**src/rtl/core/bfcd_pkg.sv**
```systemverilog
// Shared constants, types and the bytewise CRC32 update for the frame deframer.
`default_nettype none

package bfcd_pkg;

  localparam int COUNT_W = 17;
  localparam int HEADER_BYTES = 24;
  localparam int CRC_BYTES = 4;

  localparam logic [COUNT_W-1:0] MAX_FRAME_RESET = COUNT_W'(1024);

  localparam logic [7:0] SYNC_A = 8'hAA;
  localparam logic [7:0] SYNC_B = 8'h44;
  localparam logic [7:0] SYNC_C = 8'hB5;

  localparam logic [31:0] CRC_POLY = 32'hEDB88320;

  localparam logic [COUNT_W-1:0] POS_ID_LO = COUNT_W'(4);
  localparam logic [COUNT_W-1:0] POS_ID_HI = COUNT_W'(5);
  localparam logic [COUNT_W-1:0] POS_LEN_LO = COUNT_W'(6);
  localparam logic [COUNT_W-1:0] POS_LEN_HI = COUNT_W'(7);

  localparam logic [1:0] ST_GOOD = 2'd0;
  localparam logic [1:0] ST_CRC_ERR = 2'd1;
  localparam logic [1:0] ST_TOO_LONG = 2'd2;

  localparam logic [1:0] CRC_LAST_BYTE = 2'd3;

  typedef enum logic [5:0] {
    PH_HUNT0   = 6'b000001,
    PH_HUNT1   = 6'b000010,
    PH_HUNT2   = 6'b000100,
    PH_HEADER  = 6'b001000,
    PH_PAYLOAD = 6'b010000,
    PH_CRC     = 6'b100000
  } phase_t;

  function automatic logic [31:0] crc_byte(input logic [31:0] crc, input logic [7:0] b);
    logic [31:0] c;
    c = crc ^ {24'h0, b};
    for (int i = 0; i < 8; i++) begin
      if (c[0]) begin
        c = (c >> 1) ^ CRC_POLY;
      end else begin
        c = c >> 1;
      end
    end
    return c;
  endfunction

endpackage

`default_nettype wire

```
**src/rtl/core/bfcd_byte_if.sv**
```systemverilog
// Received byte channel: valid/ready handshake with one byte per transfer.
`default_nettype none

interface bfcd_byte_if;
  logic       valid;
  logic       ready;
  logic [7:0] rx_byte;

  modport source (output valid, output rx_byte, input ready);
  modport sink (input valid, input rx_byte, output ready);
endinterface

`default_nettype wire

```
**src/rtl/core/bfcd_result_if.sv**
```systemverilog
// Frame result channel: valid/ready handshake carrying status, id and length.
`default_nettype none

interface bfcd_result_if;
  logic        valid;
  logic        ready;
  logic [1:0]  frame_status;
  logic [15:0] message_id;
  logic [15:0] payload_length;

  modport source (output valid, output frame_status, output message_id,
                  output payload_length, input ready);
  modport sink (input valid, input frame_status, input message_id,
                input payload_length, output ready);
endinterface

`default_nettype wire

```
**src/rtl/core/binary_frame_crc_deframer_top.sv**
```systemverilog
// Byte-serial deframer: sync hunt, header capture, CRC32 check, frame result output.
// A result is registered: valid in the cycle after the frame's last byte is taken (last header byte if too long).
// Throughput: one byte per cycle unless a held result stalls input; the output register frees its slot while it drains.
// The bytewise CRC update and the phase logic fit between input and result registers.
// Reset (rst, synchronous): hunting for the first sync byte, counters and CRC cleared,
// max_frame_bytes back to 1024, no result pending.
`default_nettype none

module binary_frame_crc_deframer_top (
  input  wire logic                         clk,
  input  wire logic                         rst,
  bfcd_byte_if.sink                         rx,
  bfcd_result_if.source                     res,
  input  wire logic                         cfg_we,
  input  wire logic [bfcd_pkg::COUNT_W-1:0] cfg_wdata
);

  localparam int CW = bfcd_pkg::COUNT_W;

  logic [CW-1:0]     max_frame_bytes;
  bfcd_pkg::phase_t  phase, phase_next;
  logic [CW-1:0]     byte_count, byte_count_next;
  logic [15:0]       held_id, held_id_next;
  logic [15:0]       held_length, held_length_next;
  logic [31:0]       running_crc, running_crc_next;
  logic [31:0]       received_crc, received_crc_next;

  logic              res_valid;
  logic [1:0]        res_status;
  logic [15:0]       res_id;
  logic [15:0]       res_length;

  logic              rx_fire;
  logic              load;
  logic [1:0]        status_next;

  assign rx.ready = !res_valid || res.ready;
  assign rx_fire  = rx.valid && rx.ready;

  assign res.valid          = res_valid;
  assign res.frame_status   = res_status;
  assign res.message_id     = res_id;
  assign res.payload_length = res_length;

  always_comb begin
    logic [7:0]    b;
    logic [31:0]   crc_upd;
    logic [CW-1:0] count_inc;
    logic [CW:0]   total;
    logic [CW-1:0] body_end;
    logic [1:0]    k;
    b                 = rx.rx_byte;
    crc_upd           = bfcd_pkg::crc_byte(running_crc, b);
    count_inc         = byte_count + CW'(1);
    total             = (CW+1)'(bfcd_pkg::HEADER_BYTES + bfcd_pkg::CRC_BYTES)
                        + {2'b00, held_length};
    body_end          = CW'(bfcd_pkg::HEADER_BYTES) + {1'b0, held_length};
    k                 = byte_count[1:0] - body_end[1:0];
    phase_next        = phase;
    byte_count_next   = byte_count;
    held_id_next      = held_id;
    held_length_next  = held_length;
    running_crc_next  = running_crc;
    received_crc_next = received_crc;
    load              = 1'b0;
    status_next       = bfcd_pkg::ST_GOOD;

    if (rx_fire) begin
      case (phase)
        bfcd_pkg::PH_HUNT0: begin
          if (b == bfcd_pkg::SYNC_A) begin
            running_crc_next  = bfcd_pkg::crc_byte(32'h0, bfcd_pkg::SYNC_A);
            byte_count_next   = CW'(1);
            received_crc_next = 32'h0;
            phase_next        = bfcd_pkg::PH_HUNT1;
          end
        end
        bfcd_pkg::PH_HUNT1, bfcd_pkg::PH_HUNT2: begin
          if (phase == bfcd_pkg::PH_HUNT1 && b == bfcd_pkg::SYNC_B) begin
            running_crc_next = crc_upd;
            byte_count_next  = CW'(2);
            phase_next       = bfcd_pkg::PH_HUNT2;
          end else if (phase == bfcd_pkg::PH_HUNT2 && b == bfcd_pkg::SYNC_C) begin
            running_crc_next = crc_upd;
            byte_count_next  = CW'(3);
            phase_next       = bfcd_pkg::PH_HEADER;
          end else if (b == bfcd_pkg::SYNC_A) begin
            running_crc_next  = bfcd_pkg::crc_byte(32'h0, bfcd_pkg::SYNC_A);
            byte_count_next   = CW'(1);
            received_crc_next = 32'h0;
            phase_next        = bfcd_pkg::PH_HUNT1;
          end else begin
            phase_next = bfcd_pkg::PH_HUNT0;
          end
        end
        bfcd_pkg::PH_HEADER: begin
          running_crc_next = crc_upd;
          if (byte_count == bfcd_pkg::POS_ID_LO) begin
            held_id_next = {8'h00, b};
          end else if (byte_count == bfcd_pkg::POS_ID_HI) begin
            held_id_next = {b, held_id[7:0]};
          end else if (byte_count == bfcd_pkg::POS_LEN_LO) begin
            held_length_next = {8'h00, b};
          end else if (byte_count == bfcd_pkg::POS_LEN_HI) begin
            held_length_next = {b, held_length[7:0]};
          end
          byte_count_next = count_inc;
          total = (CW+1)'(bfcd_pkg::HEADER_BYTES + bfcd_pkg::CRC_BYTES)
                  + {2'b00, held_length_next};
          if (count_inc >= CW'(bfcd_pkg::HEADER_BYTES)) begin
            if (total > {1'b0, max_frame_bytes}) begin
              load            = 1'b1;
              status_next     = bfcd_pkg::ST_TOO_LONG;
              phase_next      = bfcd_pkg::PH_HUNT0;
              byte_count_next = '0;
            end else if (held_length_next == 16'h0) begin
              phase_next = bfcd_pkg::PH_CRC;
            end else begin
              phase_next = bfcd_pkg::PH_PAYLOAD;
            end
          end
        end
        bfcd_pkg::PH_PAYLOAD: begin
          running_crc_next = crc_upd;
          byte_count_next  = count_inc;
          if (count_inc >= body_end) begin
            phase_next = bfcd_pkg::PH_CRC;
          end
        end
        bfcd_pkg::PH_CRC: begin
          received_crc_next = received_crc | ({24'h0, b} << {k, 3'b000});
          byte_count_next   = count_inc;
          if (k == bfcd_pkg::CRC_LAST_BYTE) begin
            load            = 1'b1;
            status_next     = (received_crc_next == running_crc) ? bfcd_pkg::ST_GOOD
                                                                  : bfcd_pkg::ST_CRC_ERR;
            phase_next      = bfcd_pkg::PH_HUNT0;
            byte_count_next = '0;
          end
        end
        default: begin
          phase_next      = bfcd_pkg::PH_HUNT0;
          byte_count_next = '0;
        end
      endcase
    end
  end

  always_ff @(posedge clk) begin
    if (rst) begin
      max_frame_bytes <= bfcd_pkg::MAX_FRAME_RESET;
      phase           <= bfcd_pkg::PH_HUNT0;
      byte_count      <= '0;
      held_id         <= '0;
      held_length     <= '0;
      running_crc     <= '0;
      received_crc    <= '0;
      res_valid       <= 1'b0;
    end else begin
      if (cfg_we) begin
        max_frame_bytes <= cfg_wdata;
      end
      phase        <= phase_next;
      byte_count   <= byte_count_next;
      held_id      <= held_id_next;
      held_length  <= held_length_next;
      running_crc  <= running_crc_next;
      received_crc <= received_crc_next;
      if (load) begin
        res_valid <= 1'b1;
      end else if (res.ready) begin
        res_valid <= 1'b0;
      end
    end
  end

  always_ff @(posedge clk) begin
    if (load) begin
      res_status <= status_next;
      res_id     <= held_id_next;
      res_length <= held_length_next;
    end
  end

  a_new_result_from_frame_end: assert property (@(posedge clk) disable iff (rst)
    $rose(res_valid) |->
      ($past(phase) == bfcd_pkg::PH_HEADER || $past(phase) == bfcd_pkg::PH_CRC))
    else $error("result raised outside header end or crc end");

  a_full_output_blocks_input: assert property (@(posedge clk) disable iff (rst)
    (res_valid && !res.ready) |-> !rx.ready)
    else $error("byte taken while result slot is full");

  a_payload_nonempty: assert property (@(posedge clk) disable iff (rst)
    (phase == bfcd_pkg::PH_PAYLOAD) |-> (held_length != 16'h0))
    else $error("payload phase with zero length");

  a_header_count_range: assert property (@(posedge clk) disable iff (rst)
    (phase == bfcd_pkg::PH_HEADER) |->
      (byte_count >= CW'(3) && byte_count < CW'(bfcd_pkg::HEADER_BYTES)))
    else $error("header byte count out of range");

  a_status_code_valid: assert property (@(posedge clk) disable iff (rst)
    res_valid |-> (res_status == bfcd_pkg::ST_GOOD || res_status == bfcd_pkg::ST_CRC_ERR
                   || res_status == bfcd_pkg::ST_TOO_LONG))
    else $error("undefined frame status");

endmodule

`default_nettype wire

```
**src/flat_wrapper.sv**
```systemverilog
// flat-port wrapper written by rule: the top's interface ports become plain ports
module binary_frame_crc_deframer_top_flat 
  (clk, rst, cfg_we, cfg_wdata, rx_valid, rx_rx_byte, rx_ready, res_valid, res_frame_status, res_message_id, res_payload_length, res_ready);
  bfcd_byte_if rx_i ();
  bfcd_result_if res_i ();
  input  wire logic clk;
  input  wire logic rst;
  input  wire logic cfg_we;
  input  wire logic [bfcd_pkg::COUNT_W-1:0] cfg_wdata;
  input wire logic [$bits(rx_i.valid)-1:0] rx_valid;
  input wire logic [$bits(rx_i.rx_byte)-1:0] rx_rx_byte;
  output wire logic [$bits(rx_i.ready)-1:0] rx_ready;
  output wire logic [$bits(res_i.valid)-1:0] res_valid;
  output wire logic [$bits(res_i.frame_status)-1:0] res_frame_status;
  output wire logic [$bits(res_i.message_id)-1:0] res_message_id;
  output wire logic [$bits(res_i.payload_length)-1:0] res_payload_length;
  input wire logic [$bits(res_i.ready)-1:0] res_ready;
  assign rx_i.valid = rx_valid;
  assign rx_i.rx_byte = rx_rx_byte;
  assign rx_ready = rx_i.ready;
  assign res_valid = res_i.valid;
  assign res_frame_status = res_i.frame_status;
  assign res_message_id = res_i.message_id;
  assign res_payload_length = res_i.payload_length;
  assign res_i.ready = res_ready;
  binary_frame_crc_deframer_top u_core (.clk(clk), .rst(rst), .rx(rx_i), .res(res_i), .cfg_we(cfg_we), .cfg_wdata(cfg_wdata));
endmodule
```
**config.mk**
```make
export PLATFORM = sky130hd
export DESIGN_NAME = binary_frame_crc_deframer_top_flat
export DESIGN_NICKNAME = d
export VERILOG_FILES = /design/src/rtl/core/bfcd_pkg.sv /design/src/rtl/core/bfcd_byte_if.sv /design/src/rtl/core/bfcd_result_if.sv /design/src/rtl/core/binary_frame_crc_deframer_top.sv /design/src/flat_wrapper.sv
export SDC_FILE = /design/constraint.sdc
export NUM_CORES = 1
export LEC_CHECK = 0
export BUFFER_PORTS_ARGS = -buffer_cell sky130_fd_sc_hd__buf_4
export CORE_MARGIN = 3
export CORE_UTILIZATION = 61
export DETAILED_ROUTE_END_ITERATION = 10
export PLACE_DENSITY = 0.82
export SYNTH_ARGS = -nofsm -noshare
export SYNTH_HDL_FRONTEND = slang
export SYNTH_SLANG_ARGS = --single-unit
```
**constraint.sdc**
```tcl
create_clock -name clk -period 6.8 [get_ports clk]
set_input_delay 1.36 -clock clk [delete_from_list [all_inputs] [get_ports clk]]
set_output_delay 1.36 -clock clk [all_outputs]
set_load 0.05 [all_outputs]
```
==> results.md <==
- Status: completed
- Peak VDD IR: 0.190 mV
- Hold Crit Class: flip-flop to flip-flop
- Avg Vias per Cell: ~6.3
- Avg Cell Area, Syn: between 8 and 9 um^2
- Worst path slowest cell: nand3_1
- I/O pins: 66
- Synthesis-stage register bit count: 171
- Synth Instances: roughly 1100
- Vias in the first global route: roughly 8000
- WL final: ~26 mm
- Clk buf depth: 2
- # nets final: about 1200
- Final hold vios: 0
- EDFF count, synth: 34
- FF-to-FF End: u_core.res.payload_length[11]
- RSZ-0062 raised after global routing: false
- Netlist cell types: 67
- Register area: around 3800 um^2
- Worst-skew pair later-pin latency: 0.44 ns
- CP startpoint kind: flip-flop
- Placement Rows: 45
- Seq/Total Area, Yosys: 0.382
- Required @ worst endpoint: between 6 and 7 ns
- CTS tree: done
- WHS Endpoint: u_core.max_frame_bytes[5]
- Core area: roughly 15000 um^2
- Max cap viols: 0
- Hold Crit Depth: 2
- Setup violators final: 0
- Min Clock Period, post-route: approximately 5.7 ns
- Die Y: approximately 130 um
- Synthesized net count: between 1000 and 1500
- First drt pass iteration count: 6
- CP Cell Sequence: inv_1, ha_1, nor3b_1, nand3_1, mux2i_1, ha_1, nand2_1, nand4_1, nor4_1, ha_1, and3_1, a221o_1, a31oi_1, nor4b_1, or2_2, nor3_1, nor2_1, inv_1, buf_4
- Initial DRC count: ~990
- DRC Markers: 0
- Yosys warning count: 0
- Slew at the pin closest to its max-slew limit: between 1 and 1.5 ns
- Cell mode on critical path: ha_1
- First-pass GRT wire length: between 40 and 50 mm
- WL per Instance: between 15 and 20 um
- Clock skew: 0.0124 ns
- H-tree levels: 4
- HP Start: u_core.max_frame_bytes[5]
- Multi-input logic area: 5630 um^2
- Antenna violations before repair: 0
- Final Power: approximately 2.3 mW
- DR vias: around 8500
- Die footprint: approximately 18000 um^2
- DP HPWL: ~18 mm
- R2R depth: 19
- Synthesized cell area: approximately 9900 um^2
- Setup TNS: 0 ns
- R2R Path Start: u_core.byte_count[0]
- Worst EP arrival: approximately 6 ns
- Synth Flop Type: dfxtp_1
- Critical Path Fanout Max: 33
- Rel. slew slack: 0.188
- Hold Buf Count CTS: 0
- GR Util All Layers: 0.295
- Period utilisation layout: 0.839
- Number of CTS-inserted buffers: 17
- Pwr per Cell Area: around 210 nW/um^2
- WS Path Type: flip-flop to flip-flop
- Delay of the slowest cell on the worst path: ~0.60 ns
- PortBufs: 65
- Clock Pin Slew Worst Setup and Hold Paths: 0.07 ns
- Largest net degree at the start of global routing: 104
- Setup bufs post-CTS: 0
- Leak: about 4.4 nW
- Final GP Congestion: between 0.9 and 1
- Antenna cells: 0
- Die Wd: around 130 um
- Worst setup EP type: flip-flop
- Area Growth Syn to Fin: 11.0%
- Post-cts sizing count: 0
- Grt ovf: 0
- Routed Antenna Nets: 0
- Max Clk Rate: 0.175 GHz
- Sink Count: 171
- Filler cells: 1187
- Layout cells sized above 1: 0.118
- Reg2Reg Setup Slack: around 1.1 ns
- Post-synth ARST share: 0
- CTS root buf: clkbuf_16
- Initial core utilization: 0.636
- Slew Viols, Final: 0
[how the worst max path moves through the flow]
stage               slack [ns]                       endpoint  cells after the start            startpoint
floorplan                 1.49     u_core.res.frame_status[0]                     16         rx_rx_byte[2]
global placement          1.50  u_core.res.payload_length[12]                     19  u_core.byte_count[0]
detailed placement        1.25  u_core.res.payload_length[12]                     19  u_core.byte_count[0]
CTS                       1.22  u_core.res.payload_length[12]                     19  u_core.byte_count[0]
global route              0.60  u_core.res.payload_length[11]                     19  u_core.byte_count[0]
finish                    1.09  u_core.res.payload_length[11]                     19  u_core.byte_count[0]
[final cells by class]
class | count | share of cell area
tap | 211 | 0.0241
sequential | 171 | 0.344
multi-input combinational | 831 | 0.515
inverter | 30 | 0.0103
clock buffer | 19 | 0.0414
timing repair buffer | 71 | 0.0487
clock inverter | 13 | 0.0161
[where the power goes]
| part | switching (mW) | internal, mW | total [mW] | leakage [nW] |
|---|---|---|---|---|
| Clock | 0.433 | 0.608 | 1.04 | 0.307 |
| Sequential | 0.00717 | 1.04 | 1.04 | 1.50 |
| Combinational | 0.129 | 0.0856 | 0.214 | 2.60 |
[worst max-delay path, delay by kind of cell (launching register included)]
family	cells	cell delay, ns
AND/OR/NAND/NOR	10	2.76
adder cells (fa/ha/maj)	3	0.81
AO/OA/AOI/OAI	2	0.53
buffers and inverters	3	0.50
flip-flops	1	0.49
multiplexers	1	0.31
[kinds of logic after synthesis]
kind of cell,Yosys count,synth area share
AND/OR/NAND/NOR,371,0.188
AO/OA/AOI/OAI,225,0.150
flip-flops,171,0.382
XOR/XNOR,145,0.130
buffers and inverters,107,0.0465
multiplexers,49,0.0516
adder cells (fa/ha/maj),41,0.0521
[synthesized netlist by cell type (all sizes together), types with 3 or more instances]
library cell	number	share of area
o21bai	4	0.0030
a21oi	60	0.031
a22o	5	0.0044
xnor2	83	0.074
buf	22	0.014
nor4	16	0.011
or2	5	0.0032
o21ai	37	0.019
nor2b	9	0.0057
ha	41	0.052
dfxtp	137	0.28
nand4	21	0.013
a31oi	8	0.0051
nand3b	3	0.0023
and4	4	0.0036
and3	11	0.0070
nand2	74	0.028
o211ai	5	0.0043
nor3b	7	0.0065
inv	30	0.011
clkbuf	55	0.021
a21o	7	0.0053
nand2b	4	0.0025
a22oi	62	0.047
mux2	14	0.016
nor3	25	0.013
edfxtp	34	0.10
nor2	128	0.049
or4	7	0.0065
xor2	62	0.057
nand3	23	0.013
and2	27	0.017
a211oi	15	0.011
mux2i	35	0.036
[layout by cell type, fill, tap and decap left out, types with 14 or more instances in the layout]
| cell type | synthesis | layout |
|---|---|---|
| dfxtp_1 | 137 | 137 |
| nor2_1 | 126 | 126 |
| xnor2_1 | 83 | 83 |
| nand2_1 | 74 | 74 |
| buf_4 | 2 | 71 |
| a22oi_1 | 62 | 62 |
| xor2_1 | 60 | 60 |
| a21oi_1 | 59 | 59 |
| ha_1 | 41 | 41 |
| o21ai_0 | 36 | 36 |
| mux2i_1 | 35 | 35 |
| edfxtp_1 | 34 | 34 |
| inv_1 | 30 | 30 |
| and2_1 | 27 | 27 |
| nor3_1 | 25 | 25 |
| nand3_1 | 22 | 22 |
| nand4_1 | 21 | 21 |
| clkbuf_16 | 0 | 17 |
| nor4_1 | 15 | 15 |
| a211oi_1 | 15 | 15 |
| mux2_2 | 14 | 14 |
[stage by stage]
step / cells / hold WS [ns] / cell area (um^2) / worst slack, ns / utilization
after global placement: 1314 / 0.476 / 10300 / 1.50 / 0.666
after detailed placement: 1314 / 0.479 / 10300 / 1.25 / 0.666
after floorplan: 1109 / 0.460 / 9850 / 1.49 / -
final: 1346 / 0.495 / 10900 / 1.09 / 0.706
after global routing: 1346 / 0.525 / 10900 / 0.599 / 0.706
after CTS: 1346 / 0.499 / 10900 / 1.22 / 0.706
[registers in the layout (all words and copies together) (netlist names)]
name / flops
u_core.byte_count: 17
u_core.held_id: 16
u_core.held_length: 16
u_core.max_frame_bytes: 17
u_core.phase: 6
u_core.received_crc: 32
u_core.res.frame_status: 2
u_core.res.message_id: 16
u_core.res.payload_length: 16
u_core.res.valid: 1
u_core.running_crc: 32
[routing by layer]
layer | global-route usage | share of wire | up-vias
li1 | - | - | 3958
met2 | 0.506 | 0.50 | 389
met4 | 0.138 | 0.046 | 0
met5 | 0 | 0 | -
met3 | 0.0514 | 0.060 | 88
met1 | 0.361 | 0.40 | 4027
Note: power is estimated with default switching activity, not from simulation.
